[config.mk]
export PLATFORM = sky130hd
export DESIGN_NAME = framed_channel_packet_parser
export DESIGN_NICKNAME = d
export VERILOG_FILES = /design/src/rtl/fcpp_pkg.sv /design/src/rtl/fcpp_parser.sv /design/src/rtl/fcpp_out_buf.sv /design/src/rtl/framed_channel_packet_parser.sv
export SDC_FILE = /design/constraint.sdc
export NUM_CORES = 1
export LEC_CHECK = 0
export BUFFER_PORTS_ARGS = -buffer_cell sky130_fd_sc_hd__buf_2
export CAP_MARGIN = 40
export CELL_PAD_IN_SITES_DETAIL_PLACEMENT = 0
export CELL_PAD_IN_SITES_GLOBAL_PLACEMENT = 1
export CORE_MARGIN = 4
export CORE_UTILIZATION = 46
export CTS_CLUSTER_DIAMETER = 50
export DETAILED_ROUTE_END_ITERATION = 7
export GPL_TIMING_DRIVEN = 0
export MAX_ROUTING_LAYER = met4
export PLACE_DENSITY_LB_ADDON = 0.1
export SLEW_MARGIN = 20
export SYNTH_ARGS = -nofsm -noshare
export SYNTH_HDL_FRONTEND = slang
export SYNTH_SLANG_ARGS = --single-unit
[constraint.sdc]
create_clock -name clk_i -period 7.8 [get_ports clk_i]
set_input_delay 0.39 -clock clk_i [delete_from_list [all_inputs] [get_ports clk_i]]
set_output_delay 0.39 -clock clk_i [all_outputs]
set_load 0.01 [all_outputs]
[src/rtl/fcpp_pkg.sv]
// shared types and constants for the framed channel packet parser
// no dependencies
package fcpp_pkg;

  localparam int unsigned ByteW    = 8;
  localparam int unsigned ChanW    = 16;
  localparam int unsigned NumChan  = 6;
  localparam int unsigned PayLen   = 12;
  localparam int unsigned StepW    = 5;
  localparam int unsigned CfgIdxW  = 3;

  // parser step codes
  localparam logic [StepW-1:0] StepIdle   = 5'd0;
  localparam logic [StepW-1:0] StepSync2  = 5'd1;
  localparam logic [StepW-1:0] StepLen    = 5'd2;
  localparam logic [StepW-1:0] StepMode   = 5'd3;
  localparam logic [StepW-1:0] StepPay0   = 5'd4;
  localparam logic [StepW-1:0] StepPay11  = 5'd15;
  localparam logic [StepW-1:0] StepTail1  = 5'd16;
  localparam logic [StepW-1:0] StepTail2  = 5'd17;
  localparam logic [StepW-1:0] StepCommit = 5'd18;

  // configuration register indexes
  localparam logic [CfgIdxW-1:0] RegSyncFirst  = 3'd0;
  localparam logic [CfgIdxW-1:0] RegSyncSecond = 3'd1;
  localparam logic [CfgIdxW-1:0] RegLength     = 3'd2;
  localparam logic [CfgIdxW-1:0] RegTailFirst  = 3'd3;
  localparam logic [CfgIdxW-1:0] RegTailSecond = 3'd4;

  // configuration reset values
  localparam logic [ByteW-1:0] SyncFirstRst  = 8'hA5;
  localparam logic [ByteW-1:0] SyncSecondRst = 8'h5A;
  localparam logic [ByteW-1:0] LengthRst     = 8'd17;
  localparam logic [ByteW-1:0] TailFirstRst  = 8'h12;
  localparam logic [ByteW-1:0] TailSecondRst = 8'h34;

  typedef struct packed {
    logic [ByteW-1:0] sync_first;
    logic [ByteW-1:0] sync_second;
    logic [ByteW-1:0] length_value;
    logic [ByteW-1:0] tail_first;
    logic [ByteW-1:0] tail_second;
  } cfg_t;

  typedef struct packed {
    logic [ByteW-1:0]              mode_value;
    logic [NumChan-1:0][ChanW-1:0] chan;
    logic                          frame_done;
  } result_t;

endpackage

[src/rtl/fcpp_parser.sv]
// frame parser: step register, payload bytes, mode and committed channels
// depends on fcpp_pkg
module fcpp_parser import fcpp_pkg::*; (
  input  logic             clk_i,
  input  logic             rst_ni,
  input  logic             accept_i,
  input  logic [ByteW-1:0] rx_byte_i,
  input  cfg_t             cfg_i,
  output result_t          result_o
);

  logic [StepW-1:0]              step_q, step_d;
  logic [ByteW-1:0]              mode_q, mode_d;
  logic [NumChan-1:0][ChanW-1:0] chan_q, chan_d;
  logic [ByteW-1:0]              pay_q [PayLen];
  logic [StepW-1:0]              pay_off;
  logic                          pay_we;
  logic                          commit;

  assign pay_off = step_q - StepPay0;
  assign pay_we  = accept_i && (step_q >= StepPay0) && (step_q <= StepPay11);

  always_comb begin
    step_d = StepIdle;
    mode_d = mode_q;
    commit = 1'b0;
    case (step_q)
      StepIdle:   step_d = (rx_byte_i == cfg_i.sync_first)   ? StepSync2 : StepIdle;
      StepSync2:  step_d = (rx_byte_i == cfg_i.sync_second)  ? StepLen   : StepIdle;
      StepLen:    step_d = (rx_byte_i == cfg_i.length_value) ? StepMode  : StepIdle;
      StepMode: begin
        mode_d = rx_byte_i;
        step_d = StepPay0;
      end
      StepTail1:  step_d = (rx_byte_i == cfg_i.tail_first)   ? StepTail2  : StepIdle;
      StepTail2:  step_d = (rx_byte_i == cfg_i.tail_second)  ? StepCommit : StepIdle;
      StepCommit: begin
        commit = 1'b1;
        step_d = StepIdle;
      end
      default: begin
        if ((step_q >= StepPay0) && (step_q <= StepPay11)) begin
          step_d = step_q + 5'd1;
        end
      end
    endcase
  end

  // channel k takes payload bytes 2k and 2k+1, high byte first
  always_comb begin
    chan_d = chan_q;
    if (commit) begin
      for (int k = 0; k < NumChan; k++) begin
        chan_d[k] = {pay_q[2*k], pay_q[2*k+1]};
      end
    end
  end

  always_ff @(posedge clk_i or negedge rst_ni) begin
    if (!rst_ni) begin
      step_q <= StepIdle;
      mode_q <= '0;
      chan_q <= '0;
    end else if (accept_i) begin
      step_q <= step_d;
      mode_q <= mode_d;
      chan_q <= chan_d;
    end
  end

  always_ff @(posedge clk_i) begin
    if (pay_we) begin
      pay_q[pay_off[3:0]] <= rx_byte_i;
    end
  end

  // result of the byte in flight, values after its update
  assign result_o.mode_value = mode_d;
  assign result_o.chan       = chan_d;
  assign result_o.frame_done = commit;

endmodule

[src/rtl/fcpp_out_buf.sv]
// result register with one skid entry between parser and output channel
// depends on fcpp_pkg
module fcpp_out_buf import fcpp_pkg::*; (
  input  logic    clk_i,
  input  logic    rst_ni,
  input  logic    in_valid_i,
  output logic    in_stall_o,
  input  result_t in_data_i,
  output logic    out_valid_o,
  input  logic    out_stall_i,
  output result_t out_data_o
);

  logic    out_valid_q, skid_valid_q;
  result_t out_q, skid_q;
  logic    out_free, accept;

  assign in_stall_o = skid_valid_q;
  assign accept     = in_valid_i && !skid_valid_q;
  assign out_free   = !out_valid_q || !out_stall_i;

  always_ff @(posedge clk_i or negedge rst_ni) begin
    if (!rst_ni) begin
      out_valid_q  <= 1'b0;
      skid_valid_q <= 1'b0;
    end else if (out_free) begin
      out_valid_q  <= skid_valid_q || accept;
      skid_valid_q <= 1'b0;
    end else if (accept) begin
      skid_valid_q <= 1'b1;
    end
  end

  // skid holds the older word, so it drains first
  always_ff @(posedge clk_i) begin
    if (out_free) begin
      out_q <= skid_valid_q ? skid_q : in_data_i;
    end else if (accept) begin
      skid_q <= in_data_i;
    end
  end

  assign out_valid_o = out_valid_q;
  assign out_data_o  = out_q;

endmodule

[src/rtl/framed_channel_packet_parser.sv]
// top level of the framed channel packet parser: config registers, parser, output buffer
// depends on fcpp_pkg, fcpp_parser, fcpp_out_buf
//
// Input channel carries one received byte per word (rx_byte_i, in_valid_i/in_stall_o).
// Output channel gives one word per input byte: current mode, six committed
// 16-bit channels and frame_done, set on the byte that follows a good trailer.
// Frame: sync_first, sync_second, length, mode, 12 payload bytes, two trailer
// bytes, one discarded byte on which the channels are committed.
// Each accepted byte's word is registered in the result register, or in the skid
// entry while a stall holds it. Throughput is one byte per cycle while in_stall_o
// is low, set by the single step register updated on every accepted byte. The skid
// entry lets the input keep flowing for one more word while the receiver stalls; with
// both full, in_stall_o rises until the receiver takes a word.
// Indexes beyond the last config register are ignored. The user must write config
// registers via cfg_we_i/cfg_index_i/cfg_data_i only while idle; it is not enforced.
// Reset puts the parser in the wait-for-sync step, clears mode and channels,
// restores the default sync, length and trailer values and empties the buffer.
module framed_channel_packet_parser import fcpp_pkg::*; (
  input  logic               clk_i,
  input  logic               rst_ni,
  input  logic               cfg_we_i,
  input  logic [CfgIdxW-1:0] cfg_index_i,
  input  logic [ByteW-1:0]   cfg_data_i,
  input  logic               in_valid_i,
  output logic               in_stall_o,
  input  logic [ByteW-1:0]   rx_byte_i,
  output logic               out_valid_o,
  input  logic               out_stall_i,
  output logic [ByteW-1:0]   mode_value_o,
  output logic [ChanW-1:0]   chan_one_o,
  output logic [ChanW-1:0]   chan_two_o,
  output logic [ChanW-1:0]   chan_three_o,
  output logic [ChanW-1:0]   chan_four_o,
  output logic [ChanW-1:0]   chan_five_o,
  output logic [ChanW-1:0]   chan_six_o,
  output logic               frame_done_o
);

  cfg_t    cfg_q;
  result_t result, out_data;
  logic    accept;

  always_ff @(posedge clk_i or negedge rst_ni) begin
    if (!rst_ni) begin
      cfg_q.sync_first   <= SyncFirstRst;
      cfg_q.sync_second  <= SyncSecondRst;
      cfg_q.length_value <= LengthRst;
      cfg_q.tail_first   <= TailFirstRst;
      cfg_q.tail_second  <= TailSecondRst;
    end else if (cfg_we_i) begin
      case (cfg_index_i)
        RegSyncFirst:  cfg_q.sync_first   <= cfg_data_i;
        RegSyncSecond: cfg_q.sync_second  <= cfg_data_i;
        RegLength:     cfg_q.length_value <= cfg_data_i;
        RegTailFirst:  cfg_q.tail_first   <= cfg_data_i;
        RegTailSecond: cfg_q.tail_second  <= cfg_data_i;
        default: ;
      endcase
    end
  end

  assign accept = in_valid_i && !in_stall_o;

  fcpp_parser u_parser (
    .clk_i     (clk_i),
    .rst_ni    (rst_ni),
    .accept_i  (accept),
    .rx_byte_i (rx_byte_i),
    .cfg_i     (cfg_q),
    .result_o  (result)
  );

  fcpp_out_buf u_out_buf (
    .clk_i       (clk_i),
    .rst_ni      (rst_ni),
    .in_valid_i  (in_valid_i),
    .in_stall_o  (in_stall_o),
    .in_data_i   (result),
    .out_valid_o (out_valid_o),
    .out_stall_i (out_stall_i),
    .out_data_o  (out_data)
  );

  assign mode_value_o = out_data.mode_value;
  assign chan_one_o   = out_data.chan[0];
  assign chan_two_o   = out_data.chan[1];
  assign chan_three_o = out_data.chan[2];
  assign chan_four_o  = out_data.chan[3];
  assign chan_five_o  = out_data.chan[4];
  assign chan_six_o   = out_data.chan[5];
  assign frame_done_o = out_data.frame_done;

endmodule

== Yosys cells after proc, flatten, opt, wreduce, memory -nomap -nowiden ==
Memories as Yosys holds them, arrays and structs flattened.
Cells that the tools add are included.
W data, S select, Z words.

* Bitwise logic cells: 1
* Reduce and logical (&&, ||, !) cells: 18
* Order comparisons: 2
* Add/subtract/negate cells: 2
* Muxes and demuxes: 15
* Equality and inequality tests: 15

{| class="wikitable"
|+ Operator list
! operator !! count
|-
| $mux W105 || 1
|-
| $mux W96 || 1
|-
| $eq A8 B8 Y1 || 5
|-
| $pmux W5 S7 || 1
|-
| $eq A5 B5 Y1 const B || 3
|-
| $mux W5 || 3
|-
| $reduce_and A2 Y1 || 6
|-
| $eq A5 B2 Y1 const B || 2
|-
| $mux W8 || 1
|-
| $eq A3 B2 Y1 const B || 2
|-
| $mux W1 || 6
|-
| $add A5 B1 Y5 const B || 1
|-
| $eq A5 B1 Y1 const B || 1
|-
| $ge A5 B3 Y1 const B || 1
|-
| $le A5 B4 Y1 const B || 1
|-
| $logic_not A5 Y1 || 1
|-
| $logic_and A1 B1 Y1 || 4
|-
| $mux W2 || 2
|-
| $sub A4 B3 Y4 const B || 1
|-
| $eq A3 B1 Y1 const B || 1
|-
| $eq A3 B3 Y1 const B || 1
|-
| $logic_not A1 Y1 || 3
|-
| $logic_not A3 Y1 || 1
|-
| $logic_or A1 B1 Y1 || 2
|-
| other kinds (2) || 2
|}

* RAM bits: 96
* Register bits after elaboration: 361
* Output and inout port bits: 107
* Logic and storage cells: 85
* Memories kept: 1

{| class="wikitable"
|+ Memory list
! name !! words !! bits a word !! rd ports !! clocked after memory_dff !! wr ports !! line !! text
|-
| u_parser.pay_q || 12 || 8 || 12 || 0 || 1 || fcpp_parser.sv:15 || <nowiki>logic [ByteW-1:0] pay_q [PayLen];</nowiki>
|}

== Depth between registers and ports, before layout ==
* Depth in word-level cells: 6
* Depth in mapped cells: 9
* Mapped depth without buffers: 7

== By module ==
A second synthesis with hierarchy kept.

* Cell total of the unflattened synthesis: 983
* Area total of the unflattened synthesis: 18396.4 sq um

{| class="wikitable"
|+ Modules (own cells, without submodules)
! module !! seq. area each (sq um) !! times used !! area an instance (sq um) !! cells an instance
|-
| fcpp_parser || 5610.4 || 1 || 9108.7 || 561
|-
| fcpp_out_buf || 6356.1 || 1 || 7719.9 || 333
|-
| framed_channel_packet_parser || 1019.7 || 1 || 1567.8 || 89
|}

== Worst setup path before layout ==
OpenSTA, ideal clock, no wires.

* Path kind: reg2reg
* Start: reg u_out_buf.out_valid_q (netlist: u_out_buf.out_valid_o)
* End: reg u_out_buf.skid_q[0] (netlist name), enable pin
* Arrival: 7.447 ns
* Data required time: 7.231 ns
* Setup slack: -0.216 ns
* Cell stages (with the launch flop): 3
* Path through: dfrtp_1 nand2_1 nor2_1

* Longest elaborated chain between the ends: 4

{| class="wikitable"
|+ Ends and longest elaborated chain
! element !! line !! text
|-
| from (decl) || fcpp_out_buf.sv:14 || <nowiki>logic out_valid_q, skid_valid_q;</nowiki>
|-
| from (signal assigned) || fcpp_out_buf.sv:27 || <nowiki>out_valid_q <= skid_valid_q || accept;</nowiki>
|-
| $logic_not A1 Y1 || fcpp_out_buf.sv:20 || <nowiki>assign out_free = !out_valid_q || !out_stall_i;</nowiki>
|-
| $logic_or A1 B1 Y1 || fcpp_out_buf.sv:20 ||
|-
| $not A1 Y1 (no line) || n/a ||
|-
| $reduce_and A2 Y1 (no line) || n/a ||
|-
| to (signal assigned) || fcpp_out_buf.sv:39 || <nowiki>skid_q <= in_data_i;</nowiki>
|-
| to (decl) || fcpp_out_buf.sv:15 || <nowiki>result_t out_q, skid_q;</nowiki>
|}

No other way between the ends.
A chain may end at the register's enable or synchronous reset.

== Final worst setup path ==
* Start: reg u_out_buf.skid_valid_q (netlist: u_out_buf.in_stall_o)
* End: reg u_parser.chan_q[76] (netlist name)

* Longest elaborated chain between the ends: 2

{| class="wikitable"
|+ Ends and longest elaborated chain
! element !! line !! text
|-
| from (decl) || fcpp_out_buf.sv:14 ||
|-
| from (signal assigned) || fcpp_out_buf.sv:25 || <nowiki>skid_valid_q <= 1'b0;</nowiki>
|-
| from (signal assigned) || fcpp_out_buf.sv:28 || <nowiki>skid_valid_q <= 1'b0;</nowiki>
|-
| from (signal assigned) || fcpp_out_buf.sv:30 || <nowiki>skid_valid_q <= 1'b1;</nowiki>
|-
| $logic_not A1 Y1 || framed_channel_packet_parser.sv:62 || <nowiki>assign accept = in_valid_i && !in_stall_o;</nowiki>
|-
| $logic_and A1 B1 Y1 || framed_channel_packet_parser.sv:62 ||
|-
| to (signal assigned) || fcpp_parser.sv:67 || <nowiki>chan_q <= chan_d;</nowiki>
|-
| to (decl) || fcpp_parser.sv:14 || <nowiki>logic [NumChan-1:0][ChanW-1:0] chan_q, chan_d;</nowiki>
|}

No other way between the ends.

==> metrics.txt <==
# TYPE chip_impl_metric gauge
chip_impl_metric{name="fraction_of_power_consumed_by_sequential_logic",unit=""} 0.486
chip_impl_metric{name="post_route_cells_drive_above_1_share",unit=""} 0.346
chip_impl_metric{name="synth_seq_cells",unit=""} 457
chip_impl_info{name="startpoint_type",value="flip-flop"} 1
chip_impl_metric{name="grt_antenna_before_repair",unit=""} 2
chip_impl_metric{name="worst_clock_skew",unit="ps"} 26.0
chip_impl_metric{name="rows",unit=""} 72
chip_impl_metric{name="postSynthCellCount",unit=""} 1203
chip_impl_info{name="rsz_0062_raised_after_global_routing",value="no"} 1
chip_impl_metric{name="number_of_enable_type_register_cells_in_the_synthesized_netlist",unit=""} 306
chip_impl_metric{name="vias_per_cell",unit=""} 5.08
chip_impl_metric{name="cts_clk_pin_slew_worst_paths",unit="ps"} 60
chip_impl_metric{name="crit_path_max_fanout",unit=""} 10
chip_impl_metric{name="max-vdd-ir-drop",unit="mV"} 0.192
chip_impl_metric{name="post-route-period-util",unit=""} 0.344
chip_impl_metric{name="dp_hpwl",unit="mm"} 25.4
chip_impl_metric{name="chipWidth",unit="µm"} 207
chip_impl_metric{name="grt_start_max_net_pins",unit=""} 71
chip_impl_info{name="run_status",value="complete, no violations"} 1
chip_impl_info{name="type_of_the_worst_min_delay_path",value="input pin to flip-flop"} 1
chip_impl_metric{name="async_reset_ff_frac",unit=""} 0.330
chip_impl_metric{name="report.final.slew_viol_count",unit=""} 0
chip_impl_metric{name="clockPowerShare",unit=""} 0.347
chip_impl_metric{name="required",unit="ps"} 8300
chip_impl_metric{name="wl_met3",unit="mm"} 1.83
chip_impl_metric{name="placeableCoreArea",unit="mm²"} 0.0389
chip_impl_metric{name="floorplan.die.height",unit="µm"} 207
chip_impl_metric{name="mean_post_synth_cell_area",unit="µm²"} 15.1
chip_impl_metric{name="syn-cell-area",unit="mm²"} 0.0182
chip_impl_metric{name="max_freq",unit="MHz"} 372
chip_impl_metric{name="io_buffers",unit=""} 130
chip_impl_metric{name="layout_overhead_on_the_synthesized_area",unit="%"} 17.6
chip_impl_info{name="ys.flop_type",value="sky130_fd_sc_hd__edfxtp_1"} 1
chip_impl_metric{name="finalHoldViolations",unit=""} 0
chip_impl_metric{name="routabilityCongestion",unit=""} 0.763
chip_impl_metric{name="avgRoutedWirePerCell",unit="µm"} 20.5
chip_impl_metric{name="tritoncts.num_buffers",unit=""} 49
chip_impl_metric{name="power-per-cell-area",unit="mW/mm²"} 314
chip_impl_metric{name="final_antenna_net_count",unit=""} 0
chip_impl_metric{name="postPlaceCellArea",unit="mm²"} 0.0198
chip_impl_metric{name="setup_violations",unit=""} 0
chip_impl_metric{name="routed-wl-met2",unit="mm"} 18.6
chip_impl_metric{name="number_of_global_route_vias_before_repair",unit=""} 9958
chip_impl_info{name="cts_tree",value="built"} 1
chip_impl_metric{name="synth.distinct_cells",unit=""} 38
chip_impl_metric{name="static-leakage-power",unit="nW"} 8.92
chip_impl_metric{name="drt_first_iter_violations",unit=""} 555
chip_impl_info{name="worstSetupPathType",value="flip-flop to flip-flop"} 1
chip_impl_metric{name="internal_power",unit="mW"} 5.02
chip_impl_metric{name="worst_pin_slew",unit="ps"} 843
chip_impl_metric{name="syn_nets",unit=""} 1233
chip_impl_metric{name="htree_levels",unit=""} 2
chip_impl_metric{name="cts.sinks",unit=""} 457
chip_impl_metric{name="grt_util_all_layers",unit=""} 0.195
chip_impl_metric{name="number_of_cells_upsized_or_downsized_after_cts",unit=""} 0
chip_impl_metric{name="yosysWarningCount",unit=""} 0
chip_impl_metric{name="num_vias",unit=""} 9924
chip_impl_metric{name="layout.cell_area.non_filler",unit="mm²"} 0.0214
chip_impl_metric{name="cts-root-to-sink-buffers",unit=""} 3
chip_impl_metric{name="finalCriticalPeriod",unit="ps"} 2690
chip_impl_metric{name="detail_route.wirelength.met1",unit="mm"} 18.7
chip_impl_metric{name="die_area",unit="mm²"} 0.0428
chip_impl_metric{name="cap_violations",unit=""} 0
chip_impl_metric{name="timing.critical_path.arrival",unit="ps"} 3190
chip_impl_info{name="highest_layer",value="met4"} 1
chip_impl_metric{name="power_switching_share",unit=""} 0.253
chip_impl_metric{name="drt_pass1_iterations",unit=""} 5
chip_impl_metric{name="totalWireLength",unit="mm"} 40.0
chip_impl_metric{name="detail_route.drc_violations",unit=""} 0
chip_impl_metric{name="synth-seq-area-share",unit=""} 0.714
chip_impl_info{name="clockRootBuffer",value="sky130_fd_sc_hd__clkbuf_16"} 1
chip_impl_metric{name="wire_length_of_the_first_global_routing_pass",unit="mm"} 61.1
chip_impl_metric{name="overflow",unit=""} 0
chip_impl_metric{name="share_comb_of_total_power",unit=""} 0.168
chip_impl_metric{name="finish.net_count",unit=""} 1425
chip_impl_metric{name="clk-insertion-delay-late",unit="ps"} 580
chip_impl_info{name="worst_setup_path_end_kind",value="flip-flop"} 1
chip_impl_metric{name="start_util",unit=""} 0.468
chip_impl_metric{name="pin_count",unit=""} 131
chip_impl_metric{name="net_switching_power",unit="mW"} 1.70
chip_impl_metric{name="totalNegativeSetupSlack",unit="ps"} 0
chip_impl_metric{name="timing.slew.headroom",unit=""} 0.438
==> state kept, by name, indices dropped and copies added, names as in the netlist <==
| name | cells |
|---|---|
| cfg_q | 40 |
| u_parser.chan_q | 96 |
| u_parser.step_q | 5 |
| u_out_buf.out_data_o | 105 |
| u_out_buf.in_stall_o | 1 |
| u_out_buf.out_valid_o | 1 |
| u_parser.pay_q | 96 |
| u_out_buf.skid_q | 105 |
| u_parser.mode_q | 8 |
==> logic make-up (layout without fill, tap and decap cells) <==
logic type,count (synthesis),after routing,share of synthesized area
AO/OA/AOI/OAI,14,14,0.00495
multiplexers,249,249,0.158
XOR/XNOR,40,40,0.0193
AND/OR/NAND/NOR,373,373,0.0844
flip-flops,457,457,0.714
buffers and inverters,64,295,0.0155
adder cells (fa/ha/maj),6,6,0.00413
other,0,1,0
==> synthesized netlist by cell type (all sizes together) (6+ instances only) <==
library cell / instances / share of area
dfstp: 15 / 0.022
ha: 6 / 0.0041
clkbuf: 39 / 0.0080
xnor2: 39 / 0.019
dfrtp: 136 / 0.19
nand4: 9 / 0.0031
nor2: 8 / 0.0018
nor3: 8 / 0.0025
buf: 20 / 0.0064
mux2: 249 / 0.16
edfxtp: 306 / 0.50
nand2: 317 / 0.065
and2: 13 / 0.0045
==> per-stage QoR <==
step | total power [mW] | setup slack [ps] | instances | util | hold WS, ps
floorplan | 4.05 | 936 | 1203 | - | 94.4
finish | 6.72 | 5110 | 1953 | 0.550 | 116
global placement | 4.42 | -2650 | 1851 | 0.501 | 453
detailed placement | 4.46 | 5100 | 1860 | 0.508 | 238
global route | 7.05 | 4930 | 1952 | 0.550 | 102
CTS | 6.81 | 5060 | 1951 | 0.550 | 59.8
==> power groups by stage <==
stage | registers [mW] | logic (mW) | clock network, mW
after floorplan | 3.36 | 0.683 | 0
after global placement | 3.31 | 1.11 | 0
after detailed placement | 3.31 | 1.14 | 0
after CTS | 3.27 | 1.15 | 2.39
after global routing | 3.31 | 1.25 | 2.49
final | 3.27 | 1.13 | 2.33
==> routing by layer <==
metal	vias up	track usage
met4	0	0.0593
met3	58	0.0258
met2	216	0.292
met5	-	-
li1	4670	-
met1	4980	0.283
==> worst max-delay path, cell delays in order, from the launching register on <==
cell	delay, ps
sky130_fd_sc_hd__dfrtp_1	410
sky130_fd_sc_hd__buf_2	200
sky130_fd_sc_hd__nor2b_1	120
sky130_fd_sc_hd__clkbuf_1	520
sky130_fd_sc_hd__buf_1	550
sky130_fd_sc_hd__buf_1	590
sky130_fd_sc_hd__nand2_1	120
sky130_fd_sc_hd__nand2_1	80
==> cell type report <==
class	count	area [µm²]
clock inverter	26	277
inverter	5	18.8
antenna	1	2.50
clock buffer	64	1340
sequential	457	13000
multi-input combinational	682	4960
timing repair buffer	141	895
tap	518	648
fill	3238	17500
buffer	59	263
==> path summary, 6_finish.rpt <==
| kind | slack, ps | cells past startpoint | startpoint | endpoint |
|---|---|---|---|---|
| max | 5110 | 7 | u_out_buf.in_stall_o | u_parser.chan_q[76] |
| min | 120 | 3 | in_valid_i | u_out_buf.out_valid_o |
| max reg2reg | 5110 | 7 | u_out_buf.in_stall_o | u_parser.chan_q[76] |
| min reg2reg | 470 | 2 | u_parser.chan_q[87] | u_parser.chan_q[87] |
| max in group asynchronous | 6580 | 4 | rst_ni | u_parser.chan_q[35] |
| min in group asynchronous | 230 | 2 | rst_ni | u_parser.chan_q[84] |
==> layout by cell type, fill, tap and decap left out, drive strengths merged, types with 13 or more instances in the layout <==
cell type  count
buf          160
edfxtp       306
dfrtp        136
xnor2         39
clkbuf       103
clkinv        16
mux2         249
nand2        317
dfstp         15
and2          13
==> repair_timing <==
item | 4_1_cts | 5_1_grt
hold buffers | 1 | 0
setup buffers | 0 | 0
hold endpoints to repair | 73 | 0
Note: power is estimated with default switching activity, not from simulation.
